**config.mk**
```make
export PLATFORM = sky130hd
export DESIGN_NAME = dual_timer_digit_formatter
export DESIGN_NICKNAME = d
export VERILOG_FILES = /design/src/design/dtdf_pkg.sv /design/src/design/dtdf_pipe_ctrl.sv /design/src/design/dtdf_timer_conv.sv /design/src/design/dual_timer_digit_formatter.sv
export SDC_FILE = /design/constraint.sdc
export NUM_CORES = 2
export LEC_CHECK = 0
export ABC_AREA = 1
export BUFFER_PORTS_ARGS = -buffer_cell sky130_fd_sc_hd__buf_2
export CAP_MARGIN = 20
export CORE_ASPECT_RATIO = 1.5
export CORE_MARGIN = 5
export CORE_UTILIZATION = 30
export CTS_CLUSTER_SIZE = 12
export DETAILED_ROUTE_END_ITERATION = 6
export SYNTH_ARGS = -nofsm -noshare
export SYNTH_HDL_FRONTEND = slang
export SYNTH_SLANG_ARGS = --single-unit
```
**constraint.sdc**
```tcl
create_clock -name clk -period 5.94 [get_ports clk]
set_input_delay 0.297 -clock clk [delete_from_list [all_inputs] [get_ports clk]]
set_output_delay 0.297 -clock clk [all_outputs]
set_load 0.02 [all_outputs]
```
**src/design/dtdf_pkg.sv**
```systemverilog
// Shared constants and types for the dual timer digit formatter.
`timescale 1ns / 1ps
`default_nettype none
package dtdf_pkg;

  localparam int unsigned TIME_W      = 26;
  localparam int unsigned IN_DATA_W   = 56;
  localparam int unsigned OUT_DATA_W  = 64;
  localparam int unsigned CHAR_W      = 7;
  localparam int unsigned STAGES      = 9;

  localparam logic [TIME_W-1:0] TIME_MAX_MS = 26'd35999999;

  // Floor reciprocals; the quotient estimate is exact or one low.
  localparam logic [16:0] RECIP_1000 = 17'd67108;   // 2^26 / 1000
  localparam logic [10:0] RECIP_60_S = 11'd1092;    // 2^16 / 60
  localparam logic [4:0]  RECIP_60_M = 5'd17;       // 2^10 / 60

  localparam logic [CHAR_W-1:0] ASCII_ZERO = 7'd48;
  localparam logic [CHAR_W-1:0] ASCII_HOUR = 7'd104;

  typedef struct packed {
    logic [3:0] hours;
    logic [2:0] min_tens;
    logic [3:0] min_units;
    logic [2:0] sec_tens;
    logic [3:0] sec_units;
    logic [3:0] tenths;
    logic [3:0] hundredths;
  } dtdf_digits_t;

endpackage
`default_nettype wire

```
**src/design/dtdf_pipe_ctrl.sv**
```systemverilog
// Valid and ready chain for the formatter pipeline stages.
`timescale 1ns / 1ps
`default_nettype none
module dtdf_pipe_ctrl
  import dtdf_pkg::*;
(
  input  wire logic              clk,
  input  wire logic              rst_n,
  input  wire logic              up_valid,
  output logic                   up_ready,
  output logic                   dn_valid,
  input  wire logic              dn_ready,
  output logic [STAGES-1:0]      stage_en
);

  logic [STAGES-1:0] valid_r;
  logic [STAGES-1:0] valid_nxt;
  logic [STAGES:0]   ready;
  logic [STAGES-1:0] valid_in;

  always_comb begin
    ready[STAGES] = dn_ready;
    for (int i = STAGES - 1; i >= 0; i--) begin
      ready[i] = !valid_r[i] || ready[i+1];
    end
  end

  // Stage i takes the upstream valid whenever it can move.
  always_comb begin
    valid_in[0] = up_valid;
    for (int i = 1; i < STAGES; i++) begin
      valid_in[i] = valid_r[i-1];
    end
    for (int i = 0; i < STAGES; i++) begin
      valid_nxt[i] = ready[i] ? valid_in[i] : valid_r[i];
    end
  end

  always_ff @(posedge clk) begin
    if (!rst_n) begin
      valid_r <= '0;
    end else begin
      valid_r <= valid_nxt;
    end
  end

  assign stage_en = ready[STAGES-1:0];
  assign up_ready = ready[0];
  assign dn_valid = valid_r[STAGES-1];

endmodule
`default_nettype wire

```
**src/design/dtdf_timer_conv.sv**
```systemverilog
// Pipelined split of one millisecond count into display digits.
`timescale 1ns / 1ps
`default_nettype none
module dtdf_timer_conv
  import dtdf_pkg::*;
(
  input  wire logic              clk,
  input  wire logic [7:0]        stage_en,
  input  wire logic [TIME_W-1:0] time_ms,
  output dtdf_digits_t           digits
);

  // Stage A: saturate
  logic [TIME_W-1:0] t_a_r;
  logic [TIME_W-1:0] t_a_nxt;
  assign t_a_nxt = (time_ms > TIME_MAX_MS) ? TIME_MAX_MS : time_ms;

  // Stage B: estimate whole seconds
  logic [42:0]       prod_b;
  logic [15:0]       q_b_r;
  logic [15:0]       q_b_nxt;
  logic [TIME_W-1:0] t_b_r;
  assign prod_b  = 43'(t_a_r) * 43'(RECIP_1000);
  assign q_b_nxt = prod_b[41:26];

  // Stage C: correct seconds, keep milliseconds
  logic [TIME_W-1:0] qk_c;
  logic [TIME_W-1:0] rem_c;
  logic [10:0]       r_c;
  logic [15:0]       s_c_r;
  logic [15:0]       s_c_nxt;
  logic [9:0]        ms_c_r;
  logic [9:0]        ms_c_nxt;
  assign qk_c  = 26'(q_b_r) * 26'd1000;
  assign rem_c = t_b_r - qk_c;
  assign r_c   = rem_c[10:0];
  always_comb begin
    if (r_c >= 11'd1000) begin
      s_c_nxt  = q_b_r + 16'd1;
      ms_c_nxt = 10'(r_c - 11'd1000);
    end else begin
      s_c_nxt  = q_b_r;
      ms_c_nxt = r_c[9:0];
    end
  end

  // Stage D: estimate total minutes, take tenths and centiseconds
  logic [26:0] prod_d;
  logic [15:0] prod_tn;
  logic [17:0] prod_cs;
  logic [9:0]  m_d_r;
  logic [15:0] s_d_r;
  logic [3:0]  tn_d_r;
  logic [6:0]  cs_d_r;
  assign prod_d  = 27'(s_c_r) * 27'(RECIP_60_S);
  assign prod_tn = 16'(ms_c_r) * 16'd41;
  assign prod_cs = 18'(ms_c_r) * 18'd205;

  // Stage E: correct total minutes, hundredths
  logic [15:0] rem_e;
  logic [6:0]  r_e;
  logic [9:0]  tm_e_r;
  logic [9:0]  tm_e_nxt;
  logic [5:0]  sec_e_r;
  logic [5:0]  sec_e_nxt;
  logic [3:0]  tn_e_r;
  logic [3:0]  hu_e_r;
  logic [3:0]  hu_e_nxt;
  assign rem_e = s_d_r - 16'(m_d_r) * 16'd60;
  assign r_e   = rem_e[6:0];
  assign hu_e_nxt = 4'(cs_d_r - 7'(tn_d_r) * 7'd10);
  always_comb begin
    if (r_e >= 7'd60) begin
      tm_e_nxt  = m_d_r + 10'd1;
      sec_e_nxt = 6'(r_e - 7'd60);
    end else begin
      tm_e_nxt  = m_d_r;
      sec_e_nxt = r_e[5:0];
    end
  end

  // Stage F: estimate hours, seconds tens
  logic [14:0] prod_f;
  logic [9:0]  prod_st;
  logic [3:0]  h_f_r;
  logic [9:0]  tm_f_r;
  logic [5:0]  sec_f_r;
  logic [2:0]  st_f_r;
  logic [3:0]  tn_f_r;
  logic [3:0]  hu_f_r;
  assign prod_f  = 15'(tm_e_r) * 15'(RECIP_60_M);
  assign prod_st = 10'(sec_e_r) * 10'd13;

  // Stage G: correct hours, seconds units
  logic [9:0] rem_g;
  logic [6:0] r_g;
  logic [3:0] h_g_r;
  logic [3:0] h_g_nxt;
  logic [5:0] min_g_r;
  logic [5:0] min_g_nxt;
  logic [2:0] st_g_r;
  logic [3:0] su_g_r;
  logic [3:0] tn_g_r;
  logic [3:0] hu_g_r;
  assign rem_g = tm_f_r - 10'(h_f_r) * 10'd60;
  assign r_g   = rem_g[6:0];
  always_comb begin
    if (r_g >= 7'd60) begin
      h_g_nxt   = h_f_r + 4'd1;
      min_g_nxt = 6'(r_g - 7'd60);
    end else begin
      h_g_nxt   = h_f_r;
      min_g_nxt = r_g[5:0];
    end
  end

  // Stage H: minute digits
  logic [9:0]   prod_mt;
  logic [2:0]   mt_h;
  dtdf_digits_t digits_r;
  dtdf_digits_t digits_nxt;
  assign prod_mt = 10'(min_g_r) * 10'd13;
  assign mt_h    = prod_mt[9:7];
  always_comb begin
    digits_nxt.hours      = h_g_r;
    digits_nxt.min_tens   = mt_h;
    digits_nxt.min_units  = 4'(min_g_r - 6'(mt_h) * 6'd10);
    digits_nxt.sec_tens   = st_g_r;
    digits_nxt.sec_units  = su_g_r;
    digits_nxt.tenths     = tn_g_r;
    digits_nxt.hundredths = hu_g_r;
  end

  always_ff @(posedge clk) begin
    if (stage_en[0]) begin
      t_a_r <= t_a_nxt;
    end
    if (stage_en[1]) begin
      q_b_r <= q_b_nxt;
      t_b_r <= t_a_r;
    end
    if (stage_en[2]) begin
      s_c_r  <= s_c_nxt;
      ms_c_r <= ms_c_nxt;
    end
    if (stage_en[3]) begin
      m_d_r  <= prod_d[25:16];
      s_d_r  <= s_c_r;
      tn_d_r <= prod_tn[15:12];
      cs_d_r <= prod_cs[17:11];
    end
    if (stage_en[4]) begin
      tm_e_r  <= tm_e_nxt;
      sec_e_r <= sec_e_nxt;
      tn_e_r  <= tn_d_r;
      hu_e_r  <= hu_e_nxt;
    end
    if (stage_en[5]) begin
      h_f_r   <= prod_f[13:10];
      tm_f_r  <= tm_e_r;
      sec_f_r <= sec_e_r;
      st_f_r  <= prod_st[9:7];
      tn_f_r  <= tn_e_r;
      hu_f_r  <= hu_e_r;
    end
    if (stage_en[6]) begin
      h_g_r   <= h_g_nxt;
      min_g_r <= min_g_nxt;
      st_g_r  <= st_f_r;
      su_g_r  <= 4'(sec_f_r - 6'(st_f_r) * 6'd10);
      tn_g_r  <= tn_f_r;
      hu_g_r  <= hu_f_r;
    end
    if (stage_en[7]) begin
      digits_r <= digits_nxt;
    end
  end

  assign digits = digits_r;

endmodule
`default_nettype wire

```
**src/design/dual_timer_digit_formatter.sv**
```systemverilog
// Top level: two millisecond timers to eight ASCII display characters and dots.
`timescale 1ns / 1ps
`default_nettype none
// Converts a pair of remaining times in milliseconds into eight ASCII codes
// and a decimal-point mask for an eight-digit display; positions 0-3 show the
// right timer, 4-7 the left one. Each timer shows "Hhmm" when hours are above
// zero, "MM.SS" when minutes are, and "SS.tc" (tenths, hundredths) otherwise.
// Inputs above 35999999 ms hold at that value. The block takes one request
// per clock while no stall holds in_tready low; its pipeline holds the
// saturation stage, the three reciprocal divisions (by 1000, 60 and 60), each
// split into an estimate stage and a correction stage, plus the digit and
// character stages. A full output register with out_tready low stalls the
// pipeline stage by stage, so empty stages still fill while the result waits.
module dual_timer_digit_formatter
  import dtdf_pkg::*;
(
  input  wire logic                  clk,
  input  wire logic                  rst_n,
  input  wire logic                  in_tvalid,
  output logic                       in_tready,
  input  wire logic [IN_DATA_W-1:0]  in_tdata,   // left_time_ms, right_time_ms, zero pad
  output logic                       out_tvalid,
  input  wire logic                  out_tready,
  output logic [OUT_DATA_W-1:0]      out_tdata   // char_0 .. char_7, dot_mask
);

  logic [STAGES-1:0] stage_en;
  dtdf_digits_t      left_dig;
  dtdf_digits_t      right_dig;

  dtdf_pipe_ctrl u_ctrl (
    .clk      (clk),
    .rst_n    (rst_n),
    .up_valid (in_tvalid),
    .up_ready (in_tready),
    .dn_valid (out_tvalid),
    .dn_ready (out_tready),
    .stage_en (stage_en)
  );

  dtdf_timer_conv u_conv_left (
    .clk      (clk),
    .stage_en (stage_en[7:0]),
    .time_ms  (in_tdata[TIME_W-1:0]),
    .digits   (left_dig)
  );

  dtdf_timer_conv u_conv_right (
    .clk      (clk),
    .stage_en (stage_en[7:0]),
    .time_ms  (in_tdata[2*TIME_W-1:TIME_W]),
    .digits   (right_dig)
  );

  // Pick the display mode of one timer and build its four characters.
  function automatic logic [4*CHAR_W:0] fmt_timer(input dtdf_digits_t d);
    logic [CHAR_W-1:0] c0;
    logic [CHAR_W-1:0] c1;
    logic [CHAR_W-1:0] c2;
    logic [CHAR_W-1:0] c3;
    logic              dot;
    if (d.hours != 4'd0) begin
      c0  = ASCII_ZERO + 7'(d.hours);
      c1  = ASCII_HOUR;
      c2  = ASCII_ZERO + 7'(d.min_tens);
      c3  = ASCII_ZERO + 7'(d.min_units);
      dot = 1'b0;
    end else if (d.min_tens != 3'd0 || d.min_units != 4'd0) begin
      c0  = ASCII_ZERO + 7'(d.min_tens);
      c1  = ASCII_ZERO + 7'(d.min_units);
      c2  = ASCII_ZERO + 7'(d.sec_tens);
      c3  = ASCII_ZERO + 7'(d.sec_units);
      dot = 1'b1;
    end else begin
      c0  = ASCII_ZERO + 7'(d.sec_tens);
      c1  = ASCII_ZERO + 7'(d.sec_units);
      c2  = ASCII_ZERO + 7'(d.tenths);
      c3  = ASCII_ZERO + 7'(d.hundredths);
      dot = 1'b1;
    end
    return {dot, c3, c2, c1, c0};
  endfunction

  logic [4*CHAR_W:0]     right_fmt;
  logic [4*CHAR_W:0]     left_fmt;
  logic [OUT_DATA_W-1:0] out_data_r;
  logic [OUT_DATA_W-1:0] out_data_nxt;

  assign right_fmt = fmt_timer(right_dig);
  assign left_fmt  = fmt_timer(left_dig);

  // Dots sit on each timer's second character: bit 1 right, bit 5 left.
  always_comb begin
    out_data_nxt = {2'b00, left_fmt[4*CHAR_W], 3'b000, right_fmt[4*CHAR_W], 1'b0,
                    left_fmt[4*CHAR_W-1:0], right_fmt[4*CHAR_W-1:0]};
  end

  // Output register: the last pipeline stage; load only when it may advance.
  always_ff @(posedge clk) begin
    if (stage_en[STAGES-1]) begin
      out_data_r <= out_data_nxt;
    end
  end

  assign out_tdata = out_data_r;

  // Only the two second-character dots can ever light.
  a_dot_bits : assert property (@(posedge clk) disable iff (!rst_n)
    out_tvalid |-> (out_tdata[63:56] & 8'hDD) == 8'h00)
    else $error("dot outside the second character");

  // The hour marker never shows together with a dot on the right timer.
  a_hour_nodot : assert property (@(posedge clk) disable iff (!rst_n)
    out_tvalid && out_tdata[13:7] == ASCII_HOUR |-> !out_tdata[57])
    else $error("hour mode with dot lit");

  // First character of each timer is always a decimal digit.
  a_first_digit : assert property (@(posedge clk) disable iff (!rst_n)
    out_tvalid |-> out_tdata[6:0] >= ASCII_ZERO && out_tdata[6:0] <= 7'd57
                && out_tdata[34:28] >= ASCII_ZERO && out_tdata[34:28] <= 7'd57)
    else $error("first character not a digit");

  // An empty output stage means the whole pipeline can take a request.
  a_empty_ready : assert property (@(posedge clk) disable iff (!rst_n)
    !out_tvalid |-> in_tready)
    else $error("input stalled with empty output");

endmodule
`default_nettype wire
```
# Word-level counts from Yosys, hierarchy flattened
# Index checks and enable logic that the tools add are counted.
[word_totals]
reg_bits = 477
in_bits = 60
output_inout_bits = 66
wordCells = 202
[op_classes]
n_addsub = 38
multipliers = 26
magnitude_cmp = 8
mux = 28
reduce_logical = 26
[ops]
columns = ["cell", "count"]
rows = [
  ["$mux W7", 14],
  ["$mul A26 B15 Y40 const B", 2],
  ["$add A6 B4 Y7 const A", 10],
  ["$gt A26 B26 Y1 const B", 2],
  ["$mul A16 B9 Y24 const B", 2],
  ["$mul A6 B4 Y10 const B", 4],
  ["$mux W10", 4],
  ["$add A16 B1 Y16 const B", 2],
  ["$mul A10 B6 Y16 const B", 2],
  ["$mul A16 B7 Y8 const B", 2],
  ["$mux W16", 2],
  ["$mul A10 B8 Y15 const B", 2],
  ["$add A6 B3 Y7 const A", 4],
  ["$ge A7 B6 Y1 const B", 4],
  ["$mul A10 B5 Y14 const B", 2],
  ["$sub A7 B7 Y7", 4],
  ["$mux W6", 4],
  ["$sub A4 B4 Y4", 6],
  ["$sub A6 B6 Y6 const B", 4],
  ["$ge A11 B10 Y1 const B", 2],
  ["$sub A11 B11 Y11", 2],
  ["$add A10 B1 Y10 const B", 2],
  ["$mul A10 B4 Y5 const B", 2],
  ["$sub A10 B10 Y10 const B", 2],
  ["other kinds (10)", 40],
]

# Logic depth before layout (Yosys ltp)
[logic_depth]
word_depth = 10
ltp_mapped = 21
mapped_depth_nobuf = 21

# Modules after synthesis
# Synthesis repeated with hierarchy kept, for this count alone.
[unflattened]
hier_cells = 4355
hier_area_um2 = 41173.2
[by_module_without_submodules]
columns = ["mod", "instances", "cells_each", "area_each_um2"]
rows = [
  ["dtdf_timer_conv at u_conv_left", 1, 2045, 19331.0],
  ["dtdf_timer_conv at u_conv_right", 1, 2017, 19238.5],
  ["dual_timer_digit_formatter", 1, 252, 2239.6],
  ["dtdf_pipe_ctrl", 1, 41, 364.1],
]

# Least setup slack after synthesis
# No wires, ideal clock.
[synth_timing]
path_kind = "flip-flop to flip-flop"
from = "register u_ctrl.valid_r[8]"
to = "register u_conv_left.t_a_r[0] (enable)"
t_arrival_ns = 5.583
path_slack_ns = -0.572
stages_incl_launch_ff = 6
path_buffers = 0
path_cell_list = "dfxtp_1 nand2_1 nor2_1 nand4_1 nor2_1 nand4_1"
[synth_via]
elab_chain_cells = 10
[synth_rtl]
columns = ["item", "line", "text"]
rows = [
  ["from (decl)", "dtdf_pipe_ctrl.sv:16", "logic [STAGES-1:0] valid_r;"],
  ["from (signal assigned)", "dtdf_pipe_ctrl.sv:43", "valid_r <= valid_nxt;"],
  ["$logic_not A1 Y1", "dtdf_pipe_ctrl.sv:24", "ready[i] = !valid_r[i] || ready[i+1];"],
  ["$logic_or A1 B1 Y1", "dtdf_pipe_ctrl.sv:24", ""],
  ["via stage_en[8]", "dual_timer_digit_formatter.sv:27", "logic [STAGES-1:0] stage_en;"],
  ["$logic_or A1 B1 Y1 (4 in a row)", "dtdf_pipe_ctrl.sv:24", ""],
  ["via stage_en[4]", "dual_timer_digit_formatter.sv:27", ""],
  ["$logic_or A1 B1 Y1 (4 in a row)", "dtdf_pipe_ctrl.sv:24", ""],
  ["via in_tready", "dual_timer_digit_formatter.sv:20", "output logic in_tready,"],
  ["to (signal assigned)", "dtdf_timer_conv.sv:136", "t_a_r <= t_a_nxt;"],
  ["to (decl)", "dtdf_timer_conv.sv:14", "logic [TIME_W-1:0] t_a_r;"],
]
# The timed path passes the listed nets, and every way through them passes these cells.
# A chain may end at the register's enable or synchronous reset.

# Worst setup path in the final report
[layout_timing]
from = "register u_conv_left.q_b_r[2]"
to = "register u_conv_left.ms_c_r[8], data pin"
[layout_via]
elab_chain_cells = 4
[layout_rtl]
columns = ["item", "line", "text"]
rows = [
  ["from (decl)", "dtdf_timer_conv.sv:20", "logic [15:0] q_b_r;"],
  ["from (signal assigned)", "dtdf_timer_conv.sv:139", "q_b_r <= q_b_nxt;"],
  ["$mul A16 B7 Y8 (*)", "dtdf_timer_conv.sv:34", "assign qk_c = 26'(q_b_r) * 26'd1000;"],
  ["$sub A11 B11 Y11 (*)", "dtdf_timer_conv.sv:35", "assign rem_c = t_b_r - qk_c;"],
  ["$sub A10 B10 Y10 or $ge A11 B10 Y1 (tied branches)", "dtdf_timer_conv.sv:40, dtdf_timer_conv.sv:38", ""],
  ["$mux W10 (*)", "dtdf_timer_conv.sv:38", "if (r_c >= 11'd1000) begin"],
  ["via u_conv_left.ms_c_nxt[8]", "dtdf_timer_conv.sv:33", "logic [9:0] ms_c_nxt;"],
  ["to (signal assigned)", "dtdf_timer_conv.sv:144", "ms_c_r <= ms_c_nxt;"],
  ["to (decl)", "dtdf_timer_conv.sv:32", "logic [9:0] ms_c_r;"],
]
# Mark *: on every way through the listed nets, which the timed path passes. The rest lies on a longest branch.

==> impl_results.md <==
* Fin Hold WS at about 0.043 ns
* Fill cells at ~14000
* Share of cells above drive strength 1 at 4.56%
* CTS Sinks at 457
* Synth Area in XOR/XNOR at between 3 and 4%
* Critical path's largest stage delay at about 0.55 ns
* Status: complete, no violations
* Worst EP required at roughly 6.3 ns
* CTS tree: done
* DIE HEIGHT at between 400 and 500 µm
* Bufs on Longest Clock Path at 3
* WP data arrival at a little under 6 ns
* Startpoint types: register
* Vias/cell at 4.54
* Number of remaining DRC errors at 0
* Post-synth EDFFs at 448
* TritonRoute pass-1 iters at 5
* Routability cong. at roughly 0.90
* RSZ-0062 raised after global routing: false
* Synth Instances at ~4300
* Via count of the first global-routing pass at 29800
* Async SR Flop Fraction at 0%
* Fin nets at 5518
* Fmax at approximately 0.19 GHz
* Slew Limit Fails at 0
* Synth Area per Inst at 9.43 µm²
* Unique cell type count in the Yosys netlist at 48
* Area of the core at approximately 140000 µm²
* First-pass GRT wire length at 138000 µm
* Ant diodes at 0
* Postcts setup bufs at 0
* Minimum clock period at between 5 and 6 ns
* GR peak layer: met2
* Hold Fails Final Rpt at 0
* Fin cells at between 6000 and 7000
* Gr usage total at between 10 and 15%
* Crit path max-delay family: adder cells
* DP HPWL at approximately 69000 µm
* DRT antenna net count at 0
* Slowest CP cell: fa_1
* Root buf cell: clkbuf_16
* Area Growth Syn to Fin at 11.1%
* Post-Synth Simple-Gate Area at between 10% and 20%
* CTS resizes at 0
* Final setup viols at 0
* Worst-margin pin slew at 1.00 ns
* Placed cell count at 6145
* Total CTS buffers at 51
* Hold crit path type: primary input to register
* Final Cycle Share at approximately 90%
* Initial antenna violation count at 0
* Clk pin slew, worst setup/hold paths at ~0.05 ns
* Die Wd at 311 µm
* Synthesized cell area at around 41000 µm²
* Ys Warns at 0
* TNS Setup at 0 ns
* Iteration-0 DRC Markers at between 900 and 1000
* H-tree depth at 2
* Port bufs at 95
* WP buf/inv at 5
* Largest net degree at the start of global routing at 54
* Skew final at 0.0454 ns
* CP dominant cell by count: inv_1
* Met1 global-route usage at 12.1%
* Register area share after synthesis at about a third
* Die Footprint at between 100000 and 150000 µm²
* Via count at around 28000
* Post-Synth Adder-Cell Area at between 30% and 40%
* Mux cell area share after synthesis at 0%
* Crit Path Class: register to register
* Initial Utilization at 30.2%
* Synth Area in Compound Gates at between 5 and 6%
* CP max FO at 23
* Number of max-cap violations at 0
* Met2 Use GR at 23.1%
* WL/cell at 13.0 µm
* Most used DFF post-synth: edfxtp_1
* Rows at roughly 170
* Synth Register Bits at 457
* Max-slew headroom at around 33%
* # IOs at 126
* Post-layout util at approximately a third
* Clock latency at the later pin of the worst-skew pair at ~0.63 ns
* Routed wire length at about 81000 µm
* Overflow after GRT at 0
* Grt met3 use at roughly 1.5%
* Largest family of logic cells by synthesized area: adder cells
* Critical-path cell list: fa_1, inv_1, fa_1, inv_1, fa_1, inv_1, fa_1, inv_1, ha_1, xnor2_1, ha_1, a21oi_1, o21ai_0, a21oi_1, inv_1, nand3_1, nand2_1, nand3_1, nand2_1
* Setup crit end kind: register
[final cells by class]
cell class | instances | area, µm² | share of cell area (%)
well taps | 1753 | 2190 | 4.84
clock buffers | 63 | 1350 | 2.98
inverters | 814 | 3060 | 6.74
repair buffers | 144 | 948 | 2.09
multi-input cells | 3016 | 23900 | 52.7
flip-flops and latches | 457 | 13600 | 30.1
clock inverters | 25 | 265 | 0.585
[sequential cells by signal, indices dropped and copies added, names as in the netlist, 9 cells and up]
| name | cells |
|---|---|
| u_conv_right.tm_e_r | 10 |
| u_conv_left.s_c_r | 16 |
| u_conv_right.q_b_r | 16 |
| u_conv_left.digits | 26 |
| u_conv_left.ms_c_r | 10 |
| u_conv_left.q_b_r | 16 |
| u_conv_right.ms_c_r | 10 |
| u_conv_left.m_d_r | 10 |
| u_conv_left.t_b_r | 11 |
| u_conv_right.m_d_r | 10 |
| u_conv_right.digits | 26 |
| u_conv_right.t_a_r | 26 |
| u_ctrl.valid_r | 9 |
| u_conv_right.t_b_r | 11 |
| u_conv_right.s_c_r | 16 |
| out_tdata | 38 |
| u_conv_left.t_a_r | 26 |
| u_conv_left.tm_e_r | 10 |
[metrics by stage]
stage               setup WS [ns]  area [µm²]
CTS                         0.543       45300
detailed placement          0.557       43300
finish                      0.546       45300
global route                0.258       45300
floorplan                   0.115       40900
global placement            0.628       43300
[layout by cell type, fill, tap and decap left out, types with 8 or more instances in the layout]
master and instances:
a211oi_1 8, a21boi_0 28, a21o_1 20, a21oi_1 175, buf_2 95, buf_4 11
clkbuf_1 9, clkbuf_16 51, clkinv_1 8, conb_1 26, dfxtp_1 9, dlygate4sd3_1 37
edfxtp_1 448, fa_1 220, ha_1 754, inv_1 805, nand2_1 832, nand3_1 223
nand3b_1 14, nand4_1 62, nor2_1 231, nor3_1 48, nor4_1 17, o21ai_0 101
o21bai_1 18, o22ai_1 8, xnor2_1 55, xor2_1 119
[worst reg2reg max path, cell delays in order, from the launching register on]
cell      delay [ns]
edfxtp_1        0.51
fa_1            0.55
inv_1           0.06
fa_1            0.50
inv_1           0.06
fa_1            0.54
inv_1           0.06
fa_1            0.50
inv_1           0.04
ha_1            0.33
xnor2_1         0.19
ha_1            0.29
a21oi_1         0.15
o21ai_0         0.10
a21oi_1         0.32
inv_1           0.10
nand3_1         0.09
nand2_1         0.42
nand3_1         0.24
nand2_1         0.09
[routing by layer]
metal,wire length [µm],up-vias
li1,-,14600
met1,31800,13200
met2,44100,440
met3,2560,161
met4,2730,0
met5,0,-
[timing repair]
item | CTS | global route
endpoints found under the hold margin | 38 | 0
hold buffers | 37 | 0
endpoints found under the setup margin | 0 | 0
[cell usage after synthesis (all sizes together), types with 49 or more instances]
cell      n  area (µm²)
nand2   835        3130
inv     812        3050
ha      754        9430
edfxtp  448       13500
nor2    231         867
nand3   228        1160
fa      220        4400
a21oi   175         876
xor2    120        1060
o21ai   105         533
nand4    62         388
xnor2    56         498
nor3     49         250
[cell families (layout without fill, tap and decap cells)]
kind of cell,count (synthesis),in the layout
compound gates,396,396
xor+xnor,176,176
fa+ha+maj,974,974
buf+inv,875,1046
flops,457,457
other cells,2,26
simple gates,1444,1444
[path summary, 6_finish.rpt]
kind / start / cells past startpoint / end / slack [ns]
worst max-delay path: u_conv_left.q_b_r[2] / 19 / u_conv_left.ms_c_r[8] / 0.55
worst min-delay path: in_tdata[22] / 2 / u_conv_left.t_a_r[22] / 0.04
worst max register to register: u_conv_left.q_b_r[2] / 19 / u_conv_left.ms_c_r[8] / 0.55
worst min register to register: u_conv_left.st_g_r[0] / 0 / u_conv_left.digits[12] / 0.40
Power is left out: the tool's default activity adds up to more than one toggle a clock period on the data nets, which glitch-free logic cannot reach.
